===== src/sv/isort_pkg.sv =====
// Shared types and constants for the insertion sorter.
// No dependencies.
`timescale 1ns / 1ps

package isort_pkg;

	localparam int KEY_BITS = 32;

	typedef enum logic {
		ST_FILL,
		ST_DRAIN
	} isort_state_t;

	typedef struct packed {
		logic ins;
		logic unload;
	} cell_ctrl_t;

	typedef struct packed {
		logic in_ready;
		logic out_valid;
		logic last_result;
		logic overflow;
		logic sel_desc;
	} ctrl_stat_t;

endpackage


===== src/sv/isort_cell.sv =====
// One cell of the insertion chain: holds a key, inserts or shifts up, shifts
// down on unload. Depends on isort_pkg.
`timescale 1ns / 1ps

module isort_cell import isort_pkg::*; #(
	parameter int KEY_WIDTH = 32
) (
	input  logic                 clk,
	input  cell_ctrl_t           ctrl,
	input  logic                 dir_desc,
	input  logic                 valid,
	input  logic                 at_end,
	input  logic [KEY_WIDTH-1:0] new_key,
	input  logic [KEY_WIDTH-1:0] prev_key,
	input  logic                 prev_move,
	input  logic [KEY_WIDTH-1:0] next_key,
	output logic [KEY_WIDTH-1:0] key_q,
	output logic                 move
);

	// strict compare: new key lands behind equal keys
	assign move = valid && (dir_desc ? (key_q < new_key) : (key_q > new_key));

	always_ff @(posedge clk) begin
		if (ctrl.unload) begin
			key_q <= next_key;
		end else if (ctrl.ins && (move || at_end)) begin
			key_q <= prev_move ? prev_key : new_key;
		end
	end

endmodule


===== config.mk =====
export PLATFORM = sky130hd
export DESIGN_NAME = isort_cell
export DESIGN_NICKNAME = d
export VERILOG_FILES = /design/src/sv/isort_pkg.sv /design/src/sv/isort_cell.sv
export SDC_FILE = /design/constraint.sdc
export NUM_CORES = 1
export LEC_CHECK = 0
export BUFFER_PORTS_ARGS = -buffer_cell sky130_fd_sc_hd__buf_2
export CORE_MARGIN = 4
export CORE_UTILIZATION = 46
export CTS_BUF_LIST = sky130_fd_sc_hd__clkbuf_8
export DETAILED_ROUTE_END_ITERATION = 10
export MAX_ROUTING_LAYER = met4
export PLACE_DENSITY = 0.95
export SLEW_MARGIN = 20
export SYNTH_ARGS = -nofsm -noshare
export SYNTH_HDL_FRONTEND = slang
export SYNTH_SLANG_ARGS = --single-unit

===== constraint.sdc =====
create_clock -name clk -period 4.3 [get_ports clk]
set_input_delay 0.86 -clock clk [delete_from_list [all_inputs] [get_ports clk]]
set_output_delay 0.86 -clock clk [all_outputs]
set_load 0.1 [all_outputs]

# Word level (Yosys, flattened, before mapping)
# Cells that the tools add are included.
# W data, S select, Z words.
op_classes:
  n_lt_le_gt_ge: 2
  muxes: 4
  n_reduce_logical: 4
op_table:
  columns: ["operator", "count"]
  rows:
  - ["$mux W32", 3]
  - ["$gt A32 B32 Y1", 1]
  - ["$lt A32 B32 Y1", 1]
  - ["$logic_and A1 B1 Y1", 2]
  - ["$reduce_bool A2 Y1", 1]
  - ["$logic_or A1 B1 Y1", 1]
  - ["$mux W1", 1]
word_totals:
  ff_bits: 32
  inputBits: 103
  out_inout_bits: 33
  wordCells: 11

# Depth between registers and ports, before layout
logic_depth:
  depth_word: 7
  mapped_depth: 9
  ltp_nobuf: 9

# Least setup slack after synthesis
# Ideal clock, no wire load.
synth_timing:
  path_type: "register -> output"
  from: "register key_q[14]"
  to: "output port move"
  arrival_ns: 3.180
  required_time_ns: 3.440
  slack_ns: 0.260
  path_stages_with_launch: 9
  path_buffers: 0
  path_cell_list: "edfxtp_1 ha_1 a21oi_2 nand2_1 a221o_1 a211o_1 a21oi_2 xnor2_1 and3_1"
synth_via:
  elab_chain_cells: 3
  elab_cells_between_ends: 4
  classes_between: "2 x order compare; 1 x mux; 1 x reduce/logical"
synth_rtl:
  columns: ["item", "line_no", "text"]
  rows:
  - ["from (decl)", "isort_cell.sv:17", "output logic [KEY_WIDTH-1:0] key_q,"]
  - ["from (signal assigned)", "isort_cell.sv:26", "key_q <= next_key;"]
  - ["from (signal assigned)", "isort_cell.sv:28", "key_q <= prev_move ? prev_key : new_key;"]
  - ["$gt A32 B32 Y1 / $lt A32 B32 Y1 (equally long branches)", "isort_cell.sv:22", "assign move = valid && (dir_desc ? (key_q < new_key) : (key_q > new_key));"]
  - ["$mux W1 (*)", "isort_cell.sv:22", null]
  - ["$logic_and A1 B1 Y1 (*)", "isort_cell.sv:22", null]
  - ["to (decl)", "isort_cell.sv:18", "output logic move"]
# Mark *: on every way between the ends. The rest lies on a longest branch, timed or not.

# Worst setup path after layout
layout_timing:
  from: "input port new_key[14]"
  to: "output port move"
layout_via:
  elab_chain_cells: 3
  elab_cells_between_ends: 4
  classes_between: "2 x order compare; 1 x mux; 1 x reduce/logical"
layout_rtl:
  columns: ["item", "line_no", "text"]
  rows:
  - ["from (decl)", "isort_cell.sv:13", "input logic [KEY_WIDTH-1:0] new_key,"]
  - ["$gt A32 B32 Y1 / $lt A32 B32 Y1 (equally long branches)", "isort_cell.sv:22", null]
  - ["$mux W1 (*)", "isort_cell.sv:22", null]
  - ["$logic_and A1 B1 Y1 (*)", "isort_cell.sv:22", null]
# Marks and branches as above.

==> results_dict.tcl <==
set metrics [dict create \
    largest_reg_flops 32 \
    synthMuxAreaShare 0.1308 \
    status "finished clean" \
    largest-register "key_q" \
    port_buffers 135 \
    yosys_register_bits 32 \
    post_cts_buffers 0 \
    path_clk_slew_ps 70 \
    via_per_inst 5.143 \
    crit_family "compound AO/OA/AOI/OAI gates" \
    drt-total-wl_um 6984 \
    finalSetupViolations 0 \
    clockRootBuffer "clkbuf_8" \
    drt_iter0_drc 97 \
    diodes 0 \
    path_class "input pin to output pin" \
    relSlewSlack 0.3430 \
    min_delay_path_depth 3 \
    path_max_fanout 3 \
    layout-drive-gt1-share 0.3750 \
    layout.cells.non_filler 462 \
    power.density_mw_per_mm2 365.9 \
    final_common_cell "buf_2" \
    cts-htree-levels 2 \
    fin_crit_sh 0.8701 \
    fin_nets 526 \
    fin_skew_ps 6.151 \
    ys_seq_area_frac 0.3924 \
    clock_latency_ps 280 \
    dp_hpwl_um 5661 \
    grt_antenna_before_repair 0 \
    timing.critical_path.mode_cell "a21oi_2" \
    worstSetupEndpointType "output pin" \
    drtAntennaViolNets 0 \
    die_y_um 80.96 \
    worstMarginPinSlew_ps 985.5 \
    grt.total_usage 0.2168 \
    synth_top_family_by_area "adder cells" \
    top_regs "key_q (32)" \
    maxCapViolations 0 \
    placed_area_mm2 0.003197 \
    grt_pass1_wl_um 10740 \
    wl_per_cell_um 15.12 \
    yosysWarningCount 0 \
    core_mm2 0.005140 \
    synthAdderAreaFrac 0.1635 \
    area_growth_pct 34.90 \
    final_cell_mix "134 x buf_2, 40 x nand2_1, 34 x inv_1, 34 x o21ai_0" \
    cts_made_buffers 5 \
    min_to "key_q[8]" \
    worst_r2r_path_depth 9 \
    post-route-cell-area_mm2 0.003303 \
    arrival_ps 2880 \
    grt_setup_unrepaired "false" \
    syn_area_per_cell_um2 9.528 \
    required_ps 3440 \
    place_congestion 0.8245 \
    drtPass1Iterations 4 \
    hold_violations 0 \
    synthesis.nets 392 \
    dp_cells 454 \
    n_fill_cell 441 \
    rrSetupSlack_ps 1410 \
    dieArea_mm2 0.006555 \
    hold_start "next_key[8]" \
    synth-xor-area-share 0.003577 \
    initial_core_util 0.4764 \
    r2r_end "key_q[10]" \
    slowest_delay_ps 350 \
    slew_viol_final 0 \
    fin_crit_ps 3741 \
    die_w_um 80.96 \
    critPathLaunchType "input pin" \
    synthCells 257 \
    ys_async_sr_fraction 0 \
    grt_pass1_vias 2432 \
    leakagePower_nw 1.784 \
    grt_max_degree 65 \
    tritoncts "done" \
    clock.fmax_mhz 267.3 \
    cp_slowest_cell "a221o_1" \
    worst-path-buf-inv 3 \
    cts_resized 0 \
    io_pins 136 \
    num_rows 26 \
    crit_chain "buf_2, inv_1, ha_1, a21oi_2, nand2_1, a221o_1, a211o_1, a21oi_2, xnor2_1, and3_1, buf_12" \
    synth_flop_cell "edfxtp_1" \
    ctsHoldBuffers 0 \
    grt-ovfl-total 0 \
    synth-edff-count 32 \
    drc 0 \
    cts_sinks 32 \
    synth_compound_area_frac 0.1380 \
    tns_ps 0 \
    hp-class "input pin to flop" \
    synth_cell_types 25 \
    irDropWorstVdd_mv 0.1812 \
    syn-cell-area_mm2 0.002449 \
    cts_buffer_depth 2 \
    vias 2376 \
    timing.rr.start "key_q[14]" \
    synthSimpleGateAreaFrac 0.09811 \
]
==> through the flow <==
| stage | util | setup WS (ps) | total power (W) | hold WS [ps] |
|---|---|---|---|---|
| after floorplan | - | 259.7 | 0.0007994 | 1047 |
| after global placement | 0.6220 | 630.7 | 0.0009138 | 1134 |
| after detailed placement | 0.6220 | 563.4 | 0.0009311 | 1143 |
| after CTS | 0.6426 | 558.3 | 0.001217 | 845.6 |
| after global routing | 0.6426 | 431.6 | 0.001267 | 852.1 |
| final | 0.6426 | 558.8 | 0.001209 | 853.2 |
==> worst register-to-register path: cells and delay by family (launching register included) <==
kind | cells | cell delay, ps
fa+ha+maj | 1 | 330
flops | 1 | 390
compound gates | 5 | 1320
xor+xnor | 1 | 150
buf+inv | 1 | 300
simple gates | 1 | 90
==> cell type report <==
class	instances	area, µm²	area share
multi-input cells	180	1308	0.3958
repair buffers	138	713.2	0.2159
inverters	34	127.6	0.03864
clock inverters	3	37.54	0.01136
flip-flops and latches	32	960.9	0.2909
well taps	70	87.58	0.02652
clock buffers	5	68.82	0.02083
==> metal layers <==
metal	wire length (µm)	track usage
met1	2791	0.2432
met2	3786	0.4039
met3	298	0.02439
met4	107	0.06081
met5	0	-
==> kinds of logic (layout without fill, tap and decap cells) <==
kind of cell	Yosys count	in the layout
muxes	32	32
xor gates and xnor gates	1	1
adders and majority gates	32	32
DFF	32	32
buffers and inverters	45	180
and+or+nand+nor	56	56
AOI/OAI and AO/OA	59	59
==> power breakdown <==
group | switching (W) | total [W] | internal, W
clock network | 0.000116 | 0.000285 | 0.000169
registers | 0.0000187 | 0.000406 | 0.000387
logic | 0.000384 | 0.000518 | 0.000134
==> Yosys cell counts (2+ instances only) <==
master / count / area [µm²]
a221oi_1: 2 / 17.52
nand4_1: 6 / 37.54
edfxtp_1: 32 / 960.9
mux2i_1: 32 / 320.3
ha_1: 32 / 400.4
a21oi_2: 2 / 17.52
o21ai_0: 34 / 170.2
clkbuf_1: 7 / 26.28
a21oi_1: 11 / 55.05
a21o_1: 4 / 30.03
inv_1: 34 / 127.6
nand2_1: 40 / 150.1
buf_2: 3 / 15.01
nand3_1: 4 / 20.02
o21ai_1: 2 / 10.01
nor3_1: 2 / 10.01
nor4_1: 2 / 12.51
==> worst max-delay path by stage <==
stage	from	endpoint	slack (ps)	cells past startpoint
after floorplan	key_q[14]	move	260	8
after global placement	new_key[14]	move	630	11
after detailed placement	new_key[14]	move	560	11
after CTS	new_key[14]	move	560	11
after global routing	new_key[14]	move	430	11
final	new_key[14]	move	560	11
(Power assumes the default switching activity.)
