### config.mk
export PLATFORM = sky130hd
export DESIGN_NAME = isort_ctrl
export DESIGN_NICKNAME = d
export VERILOG_FILES = /design/src/sv/isort_pkg.sv /design/src/sv/isort_ctrl.sv
export SDC_FILE = /design/constraint.sdc
export NUM_CORES = 1
export LEC_CHECK = 0
export ABC_AREA = 1
export BUFFER_PORTS_ARGS = -buffer_cell sky130_fd_sc_hd__buf_2
export CAP_MARGIN = 20
export CORE_MARGIN = 2
export CORE_UTILIZATION = 40
export DETAILED_ROUTE_END_ITERATION = 16
export PLACE_DENSITY = 0.72
export SYNTH_ARGS = -nofsm -noshare
export SYNTH_HDL_FRONTEND = slang
export SYNTH_SLANG_ARGS = --single-unit
### constraint.sdc
create_clock -name clk -period 2.5 [get_ports clk]
set_input_delay 0.25 -clock clk [delete_from_list [all_inputs] [get_ports clk]]
set_output_delay 0.25 -clock clk [all_outputs]
set_load 0.02 [all_outputs]
### src/sv/isort_pkg.sv
// Shared types and constants for the insertion sorter.
// No dependencies.
`timescale 1ns / 1ps

package isort_pkg;

	localparam int KEY_BITS = 32;

	typedef enum logic {
		ST_FILL,
		ST_DRAIN
	} isort_state_t;

	typedef struct packed {
		logic ins;
		logic unload;
	} cell_ctrl_t;

	typedef struct packed {
		logic in_ready;
		logic out_valid;
		logic last_result;
		logic overflow;
		logic sel_desc;
	} ctrl_stat_t;

endpackage

### src/sv/isort_ctrl.sv
// Fill/drain sequencer: fill count, overflow flag, direction register.
// Depends on isort_pkg.
`timescale 1ns / 1ps

module isort_ctrl import isort_pkg::*; #(
	parameter int MAX_ITEMS = 32,
	parameter int CNT_W     = 6
) (
	input  logic             clk,
	input  logic             arst_n,
	input  logic             in_valid,
	input  logic             in_last,
	input  logic             out_ready,
	input  logic             cfg_valid,
	input  logic             cfg_desc,
	output cell_ctrl_t       cell_ctrl,
	output ctrl_stat_t       stat,
	output logic [CNT_W-1:0] count_q
);

	isort_state_t state_q, state_d;
	logic         dropped_q;
	logic         ovf_q;
	logic         desc_q;
	logic         sel_q;
	logic         full;
	logic         in_acc;
	logic         out_acc;

	assign full    = (count_q == CNT_W'(MAX_ITEMS));
	assign in_acc  = in_valid && stat.in_ready;
	assign out_acc = out_ready && stat.out_valid;

	always_comb begin
		state_d = state_q;
		case (state_q)
			ST_FILL: begin
				if (in_acc && in_last) state_d = ST_DRAIN;
			end
			ST_DRAIN: begin
				if (out_acc && count_q == CNT_W'(1)) state_d = ST_FILL;
			end
			default: state_d = ST_FILL;
		endcase
	end

	always_comb begin
		stat.in_ready    = 1'b0;
		stat.out_valid   = 1'b0;
		stat.last_result = (count_q == CNT_W'(1));
		stat.overflow    = ovf_q;
		stat.sel_desc    = sel_q;
		case (state_q)
			ST_FILL:  stat.in_ready  = 1'b1;
			ST_DRAIN: stat.out_valid = 1'b1;
			default:  stat.in_ready  = 1'b0;
		endcase
	end

	assign cell_ctrl.ins    = in_acc && !full;
	assign cell_ctrl.unload = out_acc;

	always_ff @(posedge clk or negedge arst_n) begin
		if (!arst_n) begin
			state_q   <= ST_FILL;
			count_q   <= '0;
			dropped_q <= 1'b0;
			ovf_q     <= 1'b0;
			desc_q    <= 1'b0;
			sel_q     <= 1'b0;
		end else begin
			state_q <= state_d;
			if (cfg_valid) desc_q <= cfg_desc;
			if (in_acc) begin
				if (full) begin
					dropped_q <= 1'b1;
				end else begin
					count_q <= count_q + CNT_W'(1);
				end
				if (in_last) begin
					ovf_q <= dropped_q || full;
					sel_q <= desc_q;
				end
			end
			if (out_acc) begin
				count_q <= count_q - CNT_W'(1);
				if (count_q == CNT_W'(1)) dropped_q <= 1'b0;
			end
		end
	end

endmodule

---- After elaboration in Yosys (flattened, before gate mapping) ----
Index checks and enable logic that the tools add are counted.
word-level totals
  register bits after elaboration ......... 11
  output and inout port bits .............. 13
cells by class
  bitwise operators ....................... 1
  equal/unequal tests ..................... 3
  reduce and logical (&&, ||, !) cells .... 10
  add/subtract/negate cells ............... 2
  mux-type cells .......................... 12
operator list
  kind                                                                 count
  6-bit 2-to-1 mux                                                     3
  1-bit 2-to-1 mux                                                     8
  6-bit by 1-bit adder with 6-bit output (second input constant)       1
  6-bit by 1-bit == test with 1-bit output (second input constant)     1
  6-bit == test (second input constant)                                1
  6-bit by 1-bit subtractor with 6-bit output (second input constant)  1
  1-bit logical AND                                                    5
  2-bit AND reduction                                                  2
  2-bit by 1-bit != test with 1-bit output (second input constant)     1
  1-bit case mux with 2 select lines                                   1
  2-bit nonzero test                                                   1
  1-bit logical NOT                                                    1
  1-bit logical OR                                                     1
  1-bit NOT                                                            1

---- Logic depth before layout (Yosys ltp) ----
  word-level depth ........................ 5
  depth in mapped cells ................... 10
  depth with buffers taken out ............ 10

---- Worst setup path before layout ----
OpenSTA, ideal clock, no wires.
  path type ............................... register to output
  start point ............................. register count_q[0]
  end point ............................... output port cell_ctrl[1] (netlist name)
  data arrival time ....................... 1.223 ns
  slack ................................... 1.027 ns
  path buffers ............................ 0
  required time ........................... 2.250 ns
  stages on the path, launching flop included .. 8
  path through ............................ dfrtp_1 -> inv_1 -> ha_1 -> nand2_1 -> inv_1 -> nand3_2 -> nand2_2 -> inv_1
RTL lines
  what                    line              text
  start, declared         isort_ctrl.sv:18  output logic [CNT_W-1:0] count_q
  start signal, assigned  isort_ctrl.sv:78  count_q <= count_q + CNT_W'(1);
  start signal, assigned  isort_ctrl.sv:86  count_q <= count_q - CNT_W'(1);
  end, declared           isort_ctrl.sv:16  output cell_ctrl_t cell_ctrl,

==> results.rst <==
.. list-table::
   :header-rows: 1

   * - Metric
     - Value
   * - Yosys warning total
     - 0
   * - Setup repair after global routing missed its margin
     - no
   * - Proportion of layout cells with a drive suffix above 1
     - 27.1%
   * - GRT Residual Overflow
     - 0
   * - Tcrit/Tclk final
     - 69.8%
   * - Largest stage delay on the critical path
     - between 0.4 and 0.5 ns
   * - Clock Latency Late Sink
     - 0.27 ns
   * - Combined area of the multi-input logic cells
     - between 300 and 400 um^2
   * - Cell with the most instances on the worst path
     - inv_1
   * - Total of cells resized after clock tree synthesis
     - 0
   * - Critical path endpoint category
     - output port
   * - Maximum VDD drop
     - between 500 and 600 uV
   * - TritonCTS clock tree
     - built
   * - Proportion of synthesized flip-flops having asynchronous set or reset
     - 100%
   * - R2r endpoint
     - count_q[0]
   * - Startpoint type of the worst setup path
     - flop
   * - WP buf/inv
     - 4
   * - Routed vias/inst
     - 4.72
   * - Final Routed Wirelength
     - approximately 1300 um
   * - Total vias in the final route
     - 585
   * - Syn Area/Cell
     - between 8 and 9 um^2
   * - Worst-path maximum fanout
     - 5
   * - Most frequent cells in the layout
     - nand2_1, buf_2, inv_1, dfrtp_1
   * - Clock sink count
     - 11
   * - Max-slew violation total from the final report
     - 0
   * - Cell family with most CP delay
     - flip-flops
   * - Remaining max-slew budget at the tightest pin
     - between 70% and 80%
   * - Utilization after layout
     - 48.3%
   * - Layout Skew
     - around 0.0069 ns
   * - Post-synthesis sequential element count
     - 11
   * - Antenna violations before repair
     - 0
   * - Transition time of the tightest slew-check pin
     - ~0.37 ns
   * - Die footprint
     - 2110 um^2
   * - Worst Reg-to-Reg Cells
     - 8
   * - Total count of hold-check failures in the final report
     - 0
   * - Launching point of the worst reg2reg path
     - count_q[0]
   * - Storage element area
     - around 280 um^2
   * - Achievable clock frequency
     - approximately 570 MHz
   * - Startpoint of the most critical hold path
     - cfg_valid
   * - Part of the Yosys area used for sequential elements
     - 39.1%
   * - Number of different library cells in the post-synthesis netlist
     - 20
   * - Bufs on Longest Clock Path
     - 2
   * - Die Y-Extent
     - roughly 46 um
   * - Required time of the critical path
     - between 2 and 2.5 ns
   * - Avg WL per Cell
     - roughly 11 um
   * - Final setup violation count
     - 0
   * - Number of maximum-capacitance constraint violations
     - 0
   * - Number of nets in the final layout
     - about 120
   * - Core area
     - approximately 1700 um^2
   * - Synth Cell Area
     - around 700 um^2
   * - Accumulated negative setup slack
     - 0 ns
   * - Number of standard-cell rows in the floorplan
     - 15
   * - Final HPWL DP
     - around 1000 um
   * - Violation count after the first detailed-route iteration
     - 12
   * - Initial DRT Pass Iterations
     - 4
   * - Static leakage
     - around 0.47 nW
   * - Wire length of the first global-routing pass
     - between 2000 and 2500 um
   * - Number of antenna diodes
     - 0
   * - Number of H-tree branching levels
     - 1
   * - Final critical path time including I/O delays and setup
     - approximately 1.7 ns
   * - Relative area change from synthesis to final layout
     - 15.8%
   * - Largest net degree at the start of global routing
     - 12
   * - RePlAce Congestion
     - roughly 0.82
   * - CTS root buf
     - clkbuf_4
   * - Pwr/cell area
     - 1210 nW/um^2
   * - Most common cell after layout, fill and taps aside
     - nand2_1
   * - Path type of the worst min-delay path
     - input pin to flop
   * - Outcome
     - completed
   * - Via count of the first global-routing pass
     - approximately 490
   * - Number of nets with antenna violations after detailed routing
     - 0
   * - Crit path DAT
     - 1.50 ns
   * - Cells along the critical path
     - inv_1, ha_1, nand2_1, inv_1, nand3_2, nand2_2, inv_1, buf_2
   * - Flop-to-flop setup slack
     - 1.09 ns
   * - Number of flops mapped to enable cells by yosys
     - 0
   * - Worst-path cell with the longest stage delay
     - dfrtp_1
   * - TritonCTS buffer count
     - 3
   * - Number of placed I/O pins
     - 20
   * - Flip-flop cell with the highest count after synthesis
     - dfrtp_1
   * - Count of cells along the worst hold path
     - 2
   * - Fill cell instance count of the final layout
     - roughly 170
   * - Worst hold endpoint
     - desc_q
   * - Die W
     - around 46 um
   * - Clk pin slew, worst setup/hold paths
     - ~0.07 ns
   * - Effective utilization at floorplan
     - between 40% and 50%
   * - Post-Synthesis Net Count
     - 99
   * - Cell depth of the worst setup path
     - 8
   * - Global routing usage summed across all routing layers
     - 14.3%
   * - Number of buffers inserted by port buffering
     - 19
   * - Synthesized netlist cell count
     - 88
   * - Count of unresolved DRC violations after routing
     - 0
   * - Worst Setup Path Type
     - flop to output port
-- cells by family after synthesis --
logic type | share of synthesized area (%)
mux | 1.60
xor+xnor | 4.97
simple gates | 30.0
flops | 39.1
compound gates | 4.97
fa+ha+maj | 7.11
buf+inv | 12.3
-- cells in the mapped netlist, types with 2 or more instances --
cell,n,area [um^2]
nand4_1,2,12.5
nand2_2,2,12.5
o21ai_0,6,30.0
dfrtp_1,11,275
inv_1,11,41.3
ha_1,4,50.1
buf_4,4,30.0
xnor2_1,2,17.5
nand3b_1,2,15.0
nand2_1,23,86.3
nor2_1,6,22.5
xor2_1,2,17.5
nand3_1,6,30.0
-- worst max path at each step --
stage,from,to,slack (ns)
final,count_q[0],cell_ctrl[1],0.75
after global routing,count_q[0],cell_ctrl[1],0.62
after CTS,count_q[0],cell_ctrl[1],0.74
after detailed placement,count_q[0],cell_ctrl[1],1.05
after global placement,count_q[0],cell_ctrl[1],1.09
after floorplan,count_q[0],cell_ctrl[1],1.03
-- power by group --
part	internal (mW)	switching (mW)	total, mW
Combinational	0.194	0.330	0.524
Sequential	0.245	0.0917	0.336
Clock	0.0619	0.0625	0.124
-- state kept, by name, indices dropped and copies added (netlist names) --
name and count:
state_q 1, desc_q 1, ovf_q 1, dropped_q 1, sel_q 1, count_q 6
-- repair_timing --
action                    CTS  global route
hold endpoints to repair   11             0
buffers inserted            0             0
hold buffers                1             0
-- final cells by class --
type,instances,area share (%)
Timing Repair Buffer,20,12.9
Tap cell,17,2.61
Sequential cell,11,33.7
Clock buffer,4,3.22
Inverter,12,5.52
Multi-Input combinational cell,60,42.0
-- per-layer routing --
metal,GRT usage (%),wire length (um),vias to the layer above
li1,-,-,311
met1,18.2,601,260
met2,21.9,669,12
met3,2.78,37,2
met4,8.57,15,0
met5,0,0,-
-- worst register-to-register path, cell delays in order, from the launching register on --
cell and delay (ns):
dfrtp_1 0.44, inv_1 0.16, ha_1 0.16, nand2_1 0.04, inv_1 0.06, nand3_2 0.07, nand2_2 0.10, nand2_4 0.10
xor2_1 0.16
-- stage by stage --
step	worst slack [ns]	total power, mW	cell area [um^2]	cells	hold slack [ns]
after floorplan	1.03	0.756	704	88	-0.0456
after global placement	1.09	0.853	779	119	0.134
after detailed placement	1.05	0.868	779	119	0.137
after CTS	0.738	0.997	816	124	0.195
after global routing	0.625	1.07	816	124	0.199
final	0.755	0.985	816	124	0.185
Power figures use the tool's default switching activity.
